[config.mk]
export PLATFORM = sky130hd
export DESIGN_NAME = accel_block_average_calibrate_top
export DESIGN_NICKNAME = d
export VERILOG_FILES = /design/src/abac_pkg.sv /design/src/abac_div.sv /design/src/abac_datapath.sv /design/src/abac_ctrl.sv /design/src/accel_block_average_calibrate_top.sv
export SDC_FILE = /design/constraint.sdc
export NUM_CORES = 2
export LEC_CHECK = 0
export BUFFER_PORTS_ARGS = -buffer_cell sky130_fd_sc_hd__buf_2
export CAP_MARGIN = 15
export CORE_MARGIN = 3
export CORE_UTILIZATION = 37
export CTS_CLUSTER_SIZE = 10
export DETAILED_ROUTE_END_ITERATION = 10
export PLACE_DENSITY_LB_ADDON = 0.3
export RECOVER_POWER = 50
export SKIP_CTS_REPAIR_TIMING = 1
export SYNTH_ARGS = -nofsm -noshare
export SYNTH_HDL_FRONTEND = slang
export SYNTH_SLANG_ARGS = --single-unit
[constraint.sdc]
create_clock -name i_clk -period 9.3 [get_ports i_clk]
set_input_delay 1.395 -clock i_clk [delete_from_list [all_inputs] [get_ports i_clk]]
set_output_delay 1.395 -clock i_clk [all_outputs]
set_load 0.01 [all_outputs]
[src/abac_pkg.sv]
// Shared constants, configuration codes and control structs for the block
// average and calibration unit. No dependencies.
`timescale 1ns / 1ps

package abac_pkg;

    localparam int AXES       = 3;
    localparam int RAW_W      = 16;
    localparam int SAMPLE_W   = 12;
    localparam int SAMPLE_LSB = RAW_W - SAMPLE_W;
    localparam int OFFSET_W   = 12;
    localparam int CPG_W      = 12;
    localparam int CFG_DATA_W = 12;
    localparam int CFG_IDX_W  = 2;
    localparam int DIFF_W     = SAMPLE_W + 1;
    localparam int ACCEL_W    = 27;
    localparam int MAG_W      = ACCEL_W - 1;
    localparam int MILLI_G_W  = 14;

    localparam logic [MILLI_G_W-1:0] MILLI_G = MILLI_G_W'(9807);

    localparam int WINDOW_DEF = 10;

    localparam logic [OFFSET_W-1:0] ZERO_CODE_RST    = OFFSET_W'(2048);
    localparam logic [CPG_W-1:0]    COUNTS_PER_G_RST = CPG_W'(819);
    localparam logic                AVERAGING_ON_RST = 1'b1;

    localparam int IN_DATA_W  = AXES * RAW_W;
    localparam int IN_USER_W  = AXES;
    localparam int OUT_DATA_W = ((AXES * ACCEL_W + 7) / 8) * 8;
    localparam int OUT_USER_W = AXES;

    typedef enum logic [CFG_IDX_W-1:0] {
        CFG_ZERO_CODE    = 2'd0,
        CFG_COUNTS_PER_G = 2'd1,
        CFG_AVERAGING_ON = 2'd2
    } t_cfg_idx;

    typedef struct packed {
        logic capture;
        logic start_avg;
        logic take_avg;
        logic mul;
        logic start_scl;
        logic load_out;
    } t_cmd;

    typedef struct packed {
        logic report;
        logic avg_mode;
        logic div_done;
        logic out_free;
    } t_status;

endpackage

[src/abac_div.sv]
// Restoring divider, one quotient bit per cycle, unsigned operands.
// Depends on nothing; used by abac_datapath, one per axis lane.
`timescale 1ns / 1ps

module abac_div #(
    parameter int N_W = 26,
    parameter int D_W = 12
) (
    input  logic           i_clk,
    input  logic           i_rst_n,
    input  logic           i_start,
    input  logic [N_W-1:0] i_dividend,
    input  logic [D_W-1:0] i_divisor,
    output logic [N_W-1:0] o_quotient,
    output logic           o_done
);

    localparam int STEP_W = $clog2(N_W + 1);
    localparam logic [STEP_W-1:0] LAST_STEP = STEP_W'(N_W - 1);

    logic              r_busy;
    logic              r_done;
    logic [STEP_W-1:0] r_step;
    logic [N_W-1:0]    r_quo;
    logic [D_W-1:0]    r_rem;
    logic [D_W-1:0]    r_dvs;

    logic [D_W:0]   w_shift;
    logic [D_W:0]   w_trial;
    logic           w_ge;
    logic [D_W-1:0] n_rem;

    assign w_shift = {r_rem, r_quo[N_W-1]};
    assign w_trial = w_shift - {1'b0, r_dvs};
    assign w_ge    = w_shift >= {1'b0, r_dvs};
    assign n_rem   = w_ge ? w_trial[D_W-1:0] : w_shift[D_W-1:0];

    always_ff @(posedge i_clk) begin
        if (!i_rst_n) begin
            r_busy <= 1'b0;
            r_done <= 1'b0;
            r_step <= '0;
        end else begin
            r_done <= 1'b0;
            if (i_start) begin
                r_busy <= 1'b1;
                r_step <= '0;
            end else if (r_busy) begin
                r_step <= r_step + 1'b1;
                if (r_step == LAST_STEP) begin
                    r_busy <= 1'b0;
                    r_done <= 1'b1;
                end
            end
        end
    end

    always_ff @(posedge i_clk) begin
        if (i_start) begin
            r_quo <= i_dividend;
            r_rem <= '0;
            r_dvs <= i_divisor;
        end else if (r_busy) begin
            r_quo <= {r_quo[N_W-2:0], w_ge};
            r_rem <= n_rem;
        end
    end

    assign o_quotient = r_quo;
    assign o_done     = r_done;

endmodule

[src/abac_datapath.sv]
// Datapath: window accumulators, three axis lanes with a divider each,
// calibration multiply and the output word register. Uses abac_pkg, abac_div.
`timescale 1ns / 1ps

module abac_datapath #(
    parameter int WINDOW = abac_pkg::WINDOW_DEF
) (
    input  logic                            i_clk,
    input  logic                            i_rst_n,
    input  abac_pkg::t_cmd                  i_cmd,
    output abac_pkg::t_status               o_status,
    input  logic [abac_pkg::OFFSET_W-1:0]   i_zero_code,
    input  logic [abac_pkg::CPG_W-1:0]      i_counts_per_g,
    input  logic                            i_averaging_on,
    input  logic [abac_pkg::IN_DATA_W-1:0]  i_s_tdata,
    input  logic [abac_pkg::IN_USER_W-1:0]  i_s_tuser,
    output logic                            o_m_tvalid,
    input  logic                            i_m_tready,
    output logic [abac_pkg::OUT_DATA_W-1:0] o_m_tdata,
    output logic [abac_pkg::OUT_USER_W-1:0] o_m_tuser
);

    import abac_pkg::*;

    localparam int CNT_W = $clog2(WINDOW + 1);
    localparam int SUM_W = SAMPLE_W + CNT_W;
    localparam logic [CNT_W-1:0] WIN_LAST = CNT_W'(WINDOW - 1);
    localparam logic signed [ACCEL_W-1:0] MILLI_S = ACCEL_W'({1'b0, MILLI_G});

    logic [CNT_W-1:0] r_frames;
    logic             r_report;
    logic             r_avg_mode;
    logic             r_m_tvalid;
    logic [AXES-1:0]  w_done;
    logic [CPG_W-1:0] w_scl_dvs;

    logic [AXES*ACCEL_W-1:0] w_out_data;
    logic [AXES-1:0]         w_out_user;
    logic [OUT_DATA_W-1:0]   r_m_tdata;
    logic [OUT_USER_W-1:0]   r_m_tuser;

    // zero divisor counts as one
    assign w_scl_dvs = (i_counts_per_g == '0) ? CPG_W'(1) : i_counts_per_g;

    always_ff @(posedge i_clk) begin
        if (!i_rst_n) begin
            r_frames   <= '0;
            r_report   <= 1'b0;
            r_avg_mode <= 1'b0;
        end else if (i_cmd.capture) begin
            r_avg_mode <= i_averaging_on;
            r_report   <= !i_averaging_on || (r_frames == WIN_LAST);
            if (i_averaging_on) begin
                r_frames <= r_frames + 1'b1;
            end
        end else if (i_cmd.start_avg) begin
            r_frames <= '0;
        end
    end

    for (genvar a = 0; a < AXES; a++) begin : g_lane
        logic [SAMPLE_W-1:0]       w_sample;
        logic                      w_ok_in;
        logic [SUM_W-1:0]          r_sum;
        logic [CNT_W-1:0]          r_cnt;
        logic [SAMPLE_W-1:0]       r_val;
        logic                      r_ok;
        logic signed [ACCEL_W-1:0] r_prod;
        logic signed [DIFF_W-1:0]  w_diff;
        logic signed [ACCEL_W-1:0] w_prod;
        logic [MAG_W-1:0]          w_mag;
        logic [MAG_W-1:0]          w_dividend;
        logic [CPG_W-1:0]          w_divisor;
        logic [MAG_W-1:0]          w_quo;
        logic signed [ACCEL_W-1:0] w_res;

        assign w_sample = i_s_tdata[a*RAW_W + SAMPLE_LSB +: SAMPLE_W];
        assign w_ok_in  = !i_s_tuser[a];

        assign w_diff = $signed({1'b0, r_val}) - $signed({1'b0, i_zero_code});
        assign w_prod = ACCEL_W'(w_diff) * MILLI_S;
        assign w_mag  = r_prod[ACCEL_W-1] ? MAG_W'(-r_prod) : MAG_W'(r_prod);

        assign w_dividend = i_cmd.start_avg ? MAG_W'(r_sum) : w_mag;
        assign w_divisor  = i_cmd.start_avg ? CPG_W'(r_cnt) : w_scl_dvs;

        // truncate toward zero: divide the magnitude, put the sign back
        assign w_res = r_prod[ACCEL_W-1] ? -$signed({1'b0, w_quo}) : $signed({1'b0, w_quo});

        // window sums and counts of valid samples
        always_ff @(posedge i_clk) begin
            if (!i_rst_n) begin
                r_sum <= '0;
                r_cnt <= '0;
            end else if (i_cmd.capture && i_averaging_on) begin
                if (w_ok_in) begin
                    r_sum <= r_sum + SUM_W'(w_sample);
                    r_cnt <= r_cnt + 1'b1;
                end
            end else if (i_cmd.start_avg) begin
                r_sum <= '0;
                r_cnt <= '0;
            end
        end

        always_ff @(posedge i_clk) begin
            if (i_cmd.capture) begin
                r_val <= w_sample;
                r_ok  <= w_ok_in;
            end else if (i_cmd.start_avg) begin
                r_ok <= (r_cnt != '0);
            end else if (i_cmd.take_avg) begin
                r_val <= w_quo[SAMPLE_W-1:0];
            end
            if (i_cmd.mul) begin
                r_prod <= w_prod;
            end
        end

        abac_div #(
            .N_W (MAG_W),
            .D_W (CPG_W)
        ) u_div (
            .i_clk      (i_clk),
            .i_rst_n    (i_rst_n),
            .i_start    (i_cmd.start_avg || i_cmd.start_scl),
            .i_dividend (w_dividend),
            .i_divisor  (w_divisor),
            .o_quotient (w_quo),
            .o_done     (w_done[a])
        );

        assign w_out_data[a*ACCEL_W +: ACCEL_W] = r_ok ? w_res : '0;
        assign w_out_user[a]                    = r_ok;
    end

    // output word register, parts the result side from the input side
    always_ff @(posedge i_clk) begin
        if (!i_rst_n) begin
            r_m_tvalid <= 1'b0;
        end else if (i_cmd.load_out) begin
            r_m_tvalid <= 1'b1;
        end else if (i_m_tready) begin
            r_m_tvalid <= 1'b0;
        end
    end

    always_ff @(posedge i_clk) begin
        if (i_cmd.load_out) begin
            r_m_tdata <= OUT_DATA_W'(w_out_data);
            r_m_tuser <= w_out_user;
        end
    end

    assign o_status.report   = r_report;
    assign o_status.avg_mode = r_avg_mode;
    assign o_status.div_done = &w_done;
    assign o_status.out_free = !r_m_tvalid || i_m_tready;

    assign o_m_tvalid = r_m_tvalid;
    assign o_m_tdata  = r_m_tdata;
    assign o_m_tuser  = r_m_tuser;

endmodule

[src/abac_ctrl.sv]
// Controller state machine: sequences capture, averaging division,
// calibration multiply, scaling division and output load. Uses abac_pkg.
`timescale 1ns / 1ps

module abac_ctrl (
    input  logic              i_clk,
    input  logic              i_rst_n,
    input  logic              i_s_tvalid,
    output logic              o_s_tready,
    input  abac_pkg::t_status i_status,
    output abac_pkg::t_cmd    o_cmd
);

    import abac_pkg::*;

    typedef enum logic [6:0] {
        S_IDLE   = 7'b0000001,
        S_DECIDE = 7'b0000010,
        S_AVG    = 7'b0000100,
        S_MUL    = 7'b0001000,
        S_SCLGO  = 7'b0010000,
        S_SCL    = 7'b0100000,
        S_OUT    = 7'b1000000
    } t_state;

    t_state r_state;
    t_state n_state;

    always_ff @(posedge i_clk) begin
        if (!i_rst_n) begin
            r_state <= S_IDLE;
        end else begin
            r_state <= n_state;
        end
    end

    always_comb begin
        n_state = r_state;
        o_cmd   = '0;
        unique case (r_state)
            S_IDLE: begin
                if (i_s_tvalid) begin
                    o_cmd.capture = 1'b1;
                    n_state       = S_DECIDE;
                end
            end
            S_DECIDE: begin
                if (!i_status.report) begin
                    n_state = S_IDLE;
                end else if (i_status.avg_mode) begin
                    o_cmd.start_avg = 1'b1;
                    n_state         = S_AVG;
                end else begin
                    n_state = S_MUL;
                end
            end
            S_AVG: begin
                if (i_status.div_done) begin
                    o_cmd.take_avg = 1'b1;
                    n_state        = S_MUL;
                end
            end
            S_MUL: begin
                o_cmd.mul = 1'b1;
                n_state   = S_SCLGO;
            end
            S_SCLGO: begin
                o_cmd.start_scl = 1'b1;
                n_state         = S_SCL;
            end
            S_SCL: begin
                if (i_status.div_done) begin
                    n_state = S_OUT;
                end
            end
            S_OUT: begin
                if (i_status.out_free) begin
                    o_cmd.load_out = 1'b1;
                    n_state        = S_IDLE;
                end
            end
            default: begin
                n_state = S_IDLE;
            end
        endcase
    end

    assign o_s_tready = (r_state == S_IDLE);

endmodule

[src/accel_block_average_calibrate_top.sv]
// Top level of the three-axis block average and calibration unit.
// Uses abac_pkg, abac_ctrl, abac_datapath.
//
// Each input word is one accelerometer frame: three 16-bit converter words
// whose bits 15..4 hold the sample, and a read-failed flag per axis. With
// averaging on, each frame is added into per-axis window sums; every
// WINDOW-th frame each axis is averaged over its valid samples (truncating)
// and one output word is given. With averaging off, every frame gives one
// output word. Each reported value is converted to milli m/s^2 as
// (value - zero_code) * 9807 / counts_per_g, truncating toward zero; a
// counts_per_g of 0 acts as 1. An axis with no valid sample reports valid 0
// and acceleration 0. Each reported frame runs through the per-axis restoring
// divider, which yields one quotient bit a cycle over 26 bits and is used
// once for the window average when a window closes and once for the scaling.
// The three axes run in parallel lanes. A finished word waits in the output
// register while the next frame is taken. Write the configuration registers
// only while no frame is in flight; a write takes effect at the edge that
// carries it.
`timescale 1ns / 1ps

module accel_block_average_calibrate_top #(
    parameter int WINDOW = abac_pkg::WINDOW_DEF
) (
    input  logic                             i_clk,
    input  logic                             i_rst_n,
    // configuration write port
    input  logic                             i_cfg_we,
    input  logic [abac_pkg::CFG_IDX_W-1:0]   i_cfg_idx,
    input  logic [abac_pkg::CFG_DATA_W-1:0]  i_cfg_data,
    // frame input
    input  logic                             s_axis_tvalid,
    output logic                             s_axis_tready,
    // raw_x [15:0], raw_y [31:16], raw_z [47:32]
    input  logic [abac_pkg::IN_DATA_W-1:0]   s_axis_tdata,
    // x_failed [0], y_failed [1], z_failed [2]
    input  logic [abac_pkg::IN_USER_W-1:0]   s_axis_tuser,
    // result output
    output logic                             m_axis_tvalid,
    input  logic                             m_axis_tready,
    // accel_x [26:0], accel_y [53:27], accel_z [80:54], zero [87:81]
    output logic [abac_pkg::OUT_DATA_W-1:0]  m_axis_tdata,
    // x_valid [0], y_valid [1], z_valid [2]
    output logic [abac_pkg::OUT_USER_W-1:0]  m_axis_tuser
);

    import abac_pkg::*;

    logic [OFFSET_W-1:0] r_zero_code;
    logic [CPG_W-1:0]    r_counts_per_g;
    logic                r_averaging_on;

    t_cmd    w_cmd;
    t_status w_status;

    // configuration registers; writes to an unused index are dropped
    always_ff @(posedge i_clk) begin
        if (!i_rst_n) begin
            r_zero_code    <= ZERO_CODE_RST;
            r_counts_per_g <= COUNTS_PER_G_RST;
            r_averaging_on <= AVERAGING_ON_RST;
        end else if (i_cfg_we) begin
            unique case (t_cfg_idx'(i_cfg_idx))
                CFG_ZERO_CODE:    r_zero_code    <= i_cfg_data[OFFSET_W-1:0];
                CFG_COUNTS_PER_G: r_counts_per_g <= i_cfg_data[CPG_W-1:0];
                CFG_AVERAGING_ON: r_averaging_on <= i_cfg_data[0];
                default: begin
                end
            endcase
        end
    end

    abac_ctrl u_ctrl (
        .i_clk      (i_clk),
        .i_rst_n    (i_rst_n),
        .i_s_tvalid (s_axis_tvalid),
        .o_s_tready (s_axis_tready),
        .i_status   (w_status),
        .o_cmd      (w_cmd)
    );

    abac_datapath #(
        .WINDOW (WINDOW)
    ) u_dp (
        .i_clk          (i_clk),
        .i_rst_n        (i_rst_n),
        .i_cmd          (w_cmd),
        .o_status       (w_status),
        .i_zero_code    (r_zero_code),
        .i_counts_per_g (r_counts_per_g),
        .i_averaging_on (r_averaging_on),
        .i_s_tdata      (s_axis_tdata),
        .i_s_tuser      (s_axis_tuser),
        .o_m_tvalid     (m_axis_tvalid),
        .i_m_tready     (m_axis_tready),
        .o_m_tdata      (m_axis_tdata),
        .o_m_tuser      (m_axis_tuser)
    );

endmodule

Word level (Yosys, flattened, before mapping)
Cells that the tools add are included.

word-level totals
  register bits = 458
  latch bits = 0
  RAM bits = 0
  bits in read-only memories = 0
  input bits = 70
  memories kept = 0

cells by class
  $add $sub $neg = 22
  multipliers = 3
  div/mod/pow operators = 0
  magnitude comparators = 3
  eq/ne operators = 22
  shifts and indexed selects = 0
  muxes and demuxes = 85
  bitwise operators = 4
  reduce and logical (&&, ||, !) cells = 38

operators by type and width
  cell                                                                   number
  26-bit two-way mux                                                     15
  12-bit two-way mux                                                     13
  16-bit two-way mux                                                     7
  13-bit by 15-bit multiplier with 27-bit output, second input constant  3
  26-bit negation with 27-bit output                                     3
  26-bit negation                                                        3
  4-bit two-way mux                                                      14
  7-bit case mux with 7 select lines                                     1
  16-bit by 12-bit adder with 16-bit output                              3
  13-bit by 12-bit >= comparator with 1-bit output                       3
  12-bit by 12-bit subtractor with 13-bit output                         3
  12-bit subtractor                                                      3
  1-bit two-way mux                                                      31
  7-bit two-way mux                                                      4
  2-bit AND reduction                                                    11
  4-bit by 1-bit adder with 4-bit output, second input constant          4
  5-bit by 1-bit adder with 5-bit output, second input constant          3
  5-bit equality test, second input constant                             3
  2-bit nonzero test                                                     7
  12-bit logical NOT                                                     1
  4-bit nonzero test                                                     3
  2-bit != test, second input constant                                   5
  3-bit OR reduction                                                     3
  2-bit by 1-bit != test with 1-bit output, second input constant        4
  18 further kinds                                                       27

Logic depth before layout (Yosys ltp)
  word-level depth = 6
  mapped depth = 30
  gate-level depth less buffers = 30

Modules after synthesis
Synthesis repeated with hierarchy kept, for this count alone.

second synthesis, totals
  cell total of the unflattened synthesis = 3700
  area total of the unflattened synthesis = 37576.0 um2

modules (own cells, without submodules)
  module                               times used  cells an instance  area each (um2)  seq. area each (um2)
  abac_datapath                        1           2779               27144.8          7467.2
  abac_div (u_dp.g_lane[0].u_div ...)  2           252                2966.6           1521.5
  abac_div (u_dp.g_lane[2].u_div)      1           250                2935.3           1521.5
  accel_block_average_calibrate_top    1           106                1022.2           500.5
  abac_ctrl                            1           61                 540.5            140.1

Least setup slack after synthesis
Ideal clock, no wire load.

  path type = reg-to-reg
  start point = register u_ctrl.r_state[2]
  end point = register u_dp.g_lane[0].r_prod[0], enable pin
  setup time = 0.620 ns
  data arrival time = 6.566 ns
  data required time = 8.680 ns
  setup slack = 2.114 ns
  stages on the path, launching flop included = 4
  buffers on the path = 1
  period minus slack after synthesis = 7.186 ns
  path through = dfxtp_1 clkbuf_1 or4_1 nor3_1

between the ends
  longest elaborated chain between the ends = 2

ends and longest elaborated chain
  item                                            RTL line              RTL
  from (decl)                                     abac_ctrl.sv:26       t_state r_state;
  from (signal assigned)                          abac_ctrl.sv:33       r_state <= n_state;
  7-bit by 4-bit equality test with 1-bit output  abac_ctrl.sv:40       unique case (r_state)
  1-bit two-way mux                               abac_ctrl.sv:40
  to (signal assigned)                            abac_datapath.sv:116  r_prod <= w_prod;
  to (decl)                                       abac_datapath.sv:68   logic signed [ACCEL_W-1:0] r_prod;

Every way passes these cells.
A chain may end at the register's enable or synchronous reset.

Worst setup path after layout
  start point = register r_zero_code[1]
  end point = register u_dp.g_lane[0].r_prod[24], data pin

between the ends
  longest elaborated chain between the ends = 2

ends and longest elaborated chain
  item                                            RTL line                                 RTL
  from (decl)                                     accel_block_average_calibrate_top.sv:48  logic [OFFSET_W-1:0] r_zero_code;
  from (signal assigned)                          accel_block_average_calibrate_top.sv:63  CFG_ZERO_CODE: r_zero_code <= i_cfg_data[OFFSET_W-1:0];
  12-bit by 12-bit subtractor with 13-bit output  abac_datapath.sv:80                      assign w_diff = $signed({1'b0, r_val}) - $signed({1'b0, i_zero_code});
  13-bit by 15-bit multiplier with 27-bit output  abac_datapath.sv:81                      assign w_prod = ACCEL_W'(w_diff) * MILLI_S;
  via u_dp.g_lane[0].w_prod[24]                   abac_datapath.sv:70                      logic signed [ACCEL_W-1:0] w_prod;

The timed path passes the listed nets, and every way through them passes these cells.

==> metrics.txt <==
Distinct cells, synth=77; register area share after synthesis=34.3%; syn_area_per_cell=slightly below 10 sq um; Worst-Skew Late Latency=approximately 0.64 ns; die height=approximately 320 microns; Max-Cap Viols=14; critical path type=flop to flop; final setup fails=0; share of cells above drive strength 1=4.79%; Syn Inst Count=3,634; most frequent cells in the layout=ha_1 (461), inv_1 (344), nand2_1 (342); RSZ-0062 raised after global routing=no; largest net degree at the start of global routing=69; wire per inst=17.7 microns; worst path arrival time=8.34 ns; Via density=5.17; Critical Path RT=approximately 9.7 ns; GRT Total Usage=17.9%; failing checks=max-capacitance violations, max-slew violations; full die area=99,700 sq um; setup TNS=0 ns; CTS tree=yes; top_reg_cell synth=edfxtp_1; R2R Setup Slk=1.35 ns; Final Skew=0.0323 ns; CTS Buf Count=55; slew margin rel.=-109%; most common cell after layout, fill and taps aside=ha_1; clk slew on worst S/H paths=0.06 ns; clock sink count=458; Hold Violations, Final=0; Yosys warning total=0; root buf cell=clkbuf_16; I/O Pins=163; mapped cell area=35,500 sq um; Final ANT Viol Nets=0; Final Util=41.2%; drt pass-1 iters=6; initial core utilization=approximately 37%; Yosys reg bits=around 460; Post-Layout Cell Count=5,073; port buffer count=143; Crit path largest cell delay=0.54 ns; Critical Path End Type=flop; initial antenna violation count=19; Post-synth EDFFs=302; first-pass GRT wire length=141,000 microns; total wire length=about 90,000 microns; RePlAce Congestion=0.855; CP Max Fanout=5; maximum clock frequency=about 130 MHz; die width=316 microns; status=finished with violations; vias in the first global route=~26k; final setup margin=1.35 ns; Worst Tran Pin Value=3.13 ns; Layout Nets=~4.4k; DP Wirelength=69,700 microns; Fillers=9,366; worst-path cell with the longest stage delay=fa_1; Startpoint Class=flop; Post-synth ARST share=0%; hold crit path type=flop to flop; Cell Rows=113; Overflow after GRT=0; deepest clock path buffer count=3; DRT iter0 DRCs=1,789; Residual DRC=0; DP Cell Count=4,960; Place WS=1.36 ns; DR vias=26.2k; P&R area growth vs syn=10.4%; Final Cycle Share=85.5%; min Tclk post-route=7.95 ns; Final Max Tran Viols=622; core box area=95,200 sq um; H-tree depth=2
[through the flow]
step / hold WS (ns) / cell area [sq um]
after floorplan: 0.436 / 35500
after global placement: 0.442 / 37600
after detailed placement: 0.447 / 37600
after CTS: 0.454 / 39300
after global routing: 0.473 / 39200
final: 0.452 / 39200
[area by class of cell]
cell class                 instances  area (sq um)  area share [%]
multi-input combinational       2722         21600            55.1
sequential                       458         12200            31.1
clock buffer                      92          1600            4.08
tap                             1265          1580            4.04
inverter                         346          1300            3.31
timing repair buffer             170           778            1.99
clock inverter                     9           106           0.271
antenna                           11          27.5          0.0702
[final timing paths]
check | start | endpoint | cells after the start
worst max register to register | r_zero_code[1] | u_dp.g_lane[0].r_prod[24] | 26
worst min-delay path | r_zero_code[7] | r_zero_code[7] | 2
worst max-delay path | r_zero_code[1] | u_dp.g_lane[0].r_prod[24] | 26
worst min register to register | r_zero_code[7] | r_zero_code[7] | 2
[worst max-delay path: cells and delay by family, from the launching register on]
family	cells	cell delay (ns)
adder cells (fa/ha/maj)	8	3.10
AND/OR/NAND/NOR	7	1.64
flip-flops	1	0.51
XOR/XNOR	3	0.74
AO/OA/AOI/OAI	5	1.37
buffers and inverters	3	0.35
[metal layers]
layer  wire [microns]  part of all wire (%)  GRT usage, %
met5               48                 0.053             0
met4             1750                   1.9          4.16
met3             5260                   5.9          3.59
met2            40800                    45          28.8
met1            42100                    47          24.8
[cells in the mapped netlist, types with 7 or more instances]
| library cell | count | area share (%) |
|---|---|---|
| a21o_1 | 59 | 1.2 |
| edfxtp_1 | 302 | 26 |
| inv_1 | 344 | 3.6 |
| clkbuf_1 | 100 | 1.1 |
| nor2_1 | 152 | 1.6 |
| dfxtp_1 | 156 | 8.8 |
| o31ai_1 | 46 | 0.97 |
| or3_1 | 28 | 0.49 |
| o21bai_1 | 24 | 0.51 |
| ha_1 | 461 | 16 |
| a211oi_1 | 20 | 0.42 |
| xor2_1 | 122 | 3.0 |
| xnor2_1 | 200 | 4.9 |
| nor2b_1 | 28 | 0.49 |
| and3_1 | 11 | 0.19 |
| or2_2 | 17 | 0.30 |
| and2_1 | 94 | 1.7 |
| a221o_1 | 9 | 0.25 |
| a211o_1 | 7 | 0.17 |
| a21oi_1 | 214 | 3.0 |
| fa_1 | 149 | 8.4 |
| or4_1 | 25 | 0.53 |
| a21boi_0 | 8 | 0.17 |
| a31oi_1 | 17 | 0.30 |
| a22oi_1 | 33 | 0.70 |
| nand3b_1 | 10 | 0.21 |
| o41ai_1 | 21 | 0.52 |
| o31a_1 | 8 | 0.20 |
| o211ai_1 | 10 | 0.21 |
| o21ai_0 | 214 | 3.0 |
| o221ai_1 | 7 | 0.17 |
| nand3_1 | 127 | 1.8 |
| nand2b_1 | 32 | 0.56 |
| buf_1 | 7 | 0.074 |
| nand2_1 | 342 | 3.6 |
| nor4_1 | 26 | 0.46 |
| buf_4 | 7 | 0.15 |
| mux2i_1 | 27 | 0.76 |
| o21a_1 | 28 | 0.59 |
| nand4_1 | 29 | 0.51 |
| nor3_1 | 29 | 0.41 |
[state kept, by name (all words and copies together) (netlist names)]
| name | count |
|---|---|
| u_dp.o_m_tuser | 3 |
| u_dp.o_m_tdata | 81 |
| u_dp.r_frames | 4 |
| u_dp.g_lane.u_div.r_busy | 3 |
| u_dp.g_lane.u_div.o_done | 3 |
| u_dp.g_lane.r_ok | 3 |
| u_dp.r_report | 1 |
| u_ctrl.r_state | 7 |
| u_dp.g_lane.r_cnt | 12 |
| u_dp.g_lane.u_div.r_dvs | 20 |
| u_dp.g_lane.r_val | 36 |
| r_zero_code | 12 |
| u_dp.g_lane.u_div.r_rem | 36 |
| u_dp.g_lane.r_prod | 81 |
| u_dp.g_lane.u_div.r_step | 15 |
| r_averaging_on | 1 |
| u_dp.o_m_tvalid | 1 |
| u_dp.r_avg_mode | 1 |
| u_dp.g_lane.r_sum | 48 |
| r_counts_per_g | 12 |
| u_dp.g_lane.u_div.o_quotient | 78 |
[cells by family (layout without fill, tap and decap cells)]
logic type / count (synthesis) / in the layout / share of synthesized area, %
AND/OR/NAND/NOR: 981 / 981 / 13.7
AO/OA/AOI/OAI: 770 / 770 / 13.6
adder cells (fa/ha/maj): 610 / 610 / 24.6
buffers and inverters: 460 / 617 / 4.94
flip-flops: 458 / 458 / 34.3
XOR/XNOR: 322 / 322 / 7.94
multiplexers: 32 / 32 / 0.919
other: 1 / 18 / 0.0106
Power is not shown: default switching activity piles up to over one toggle a cycle in this logic, so the estimate is an artifact.
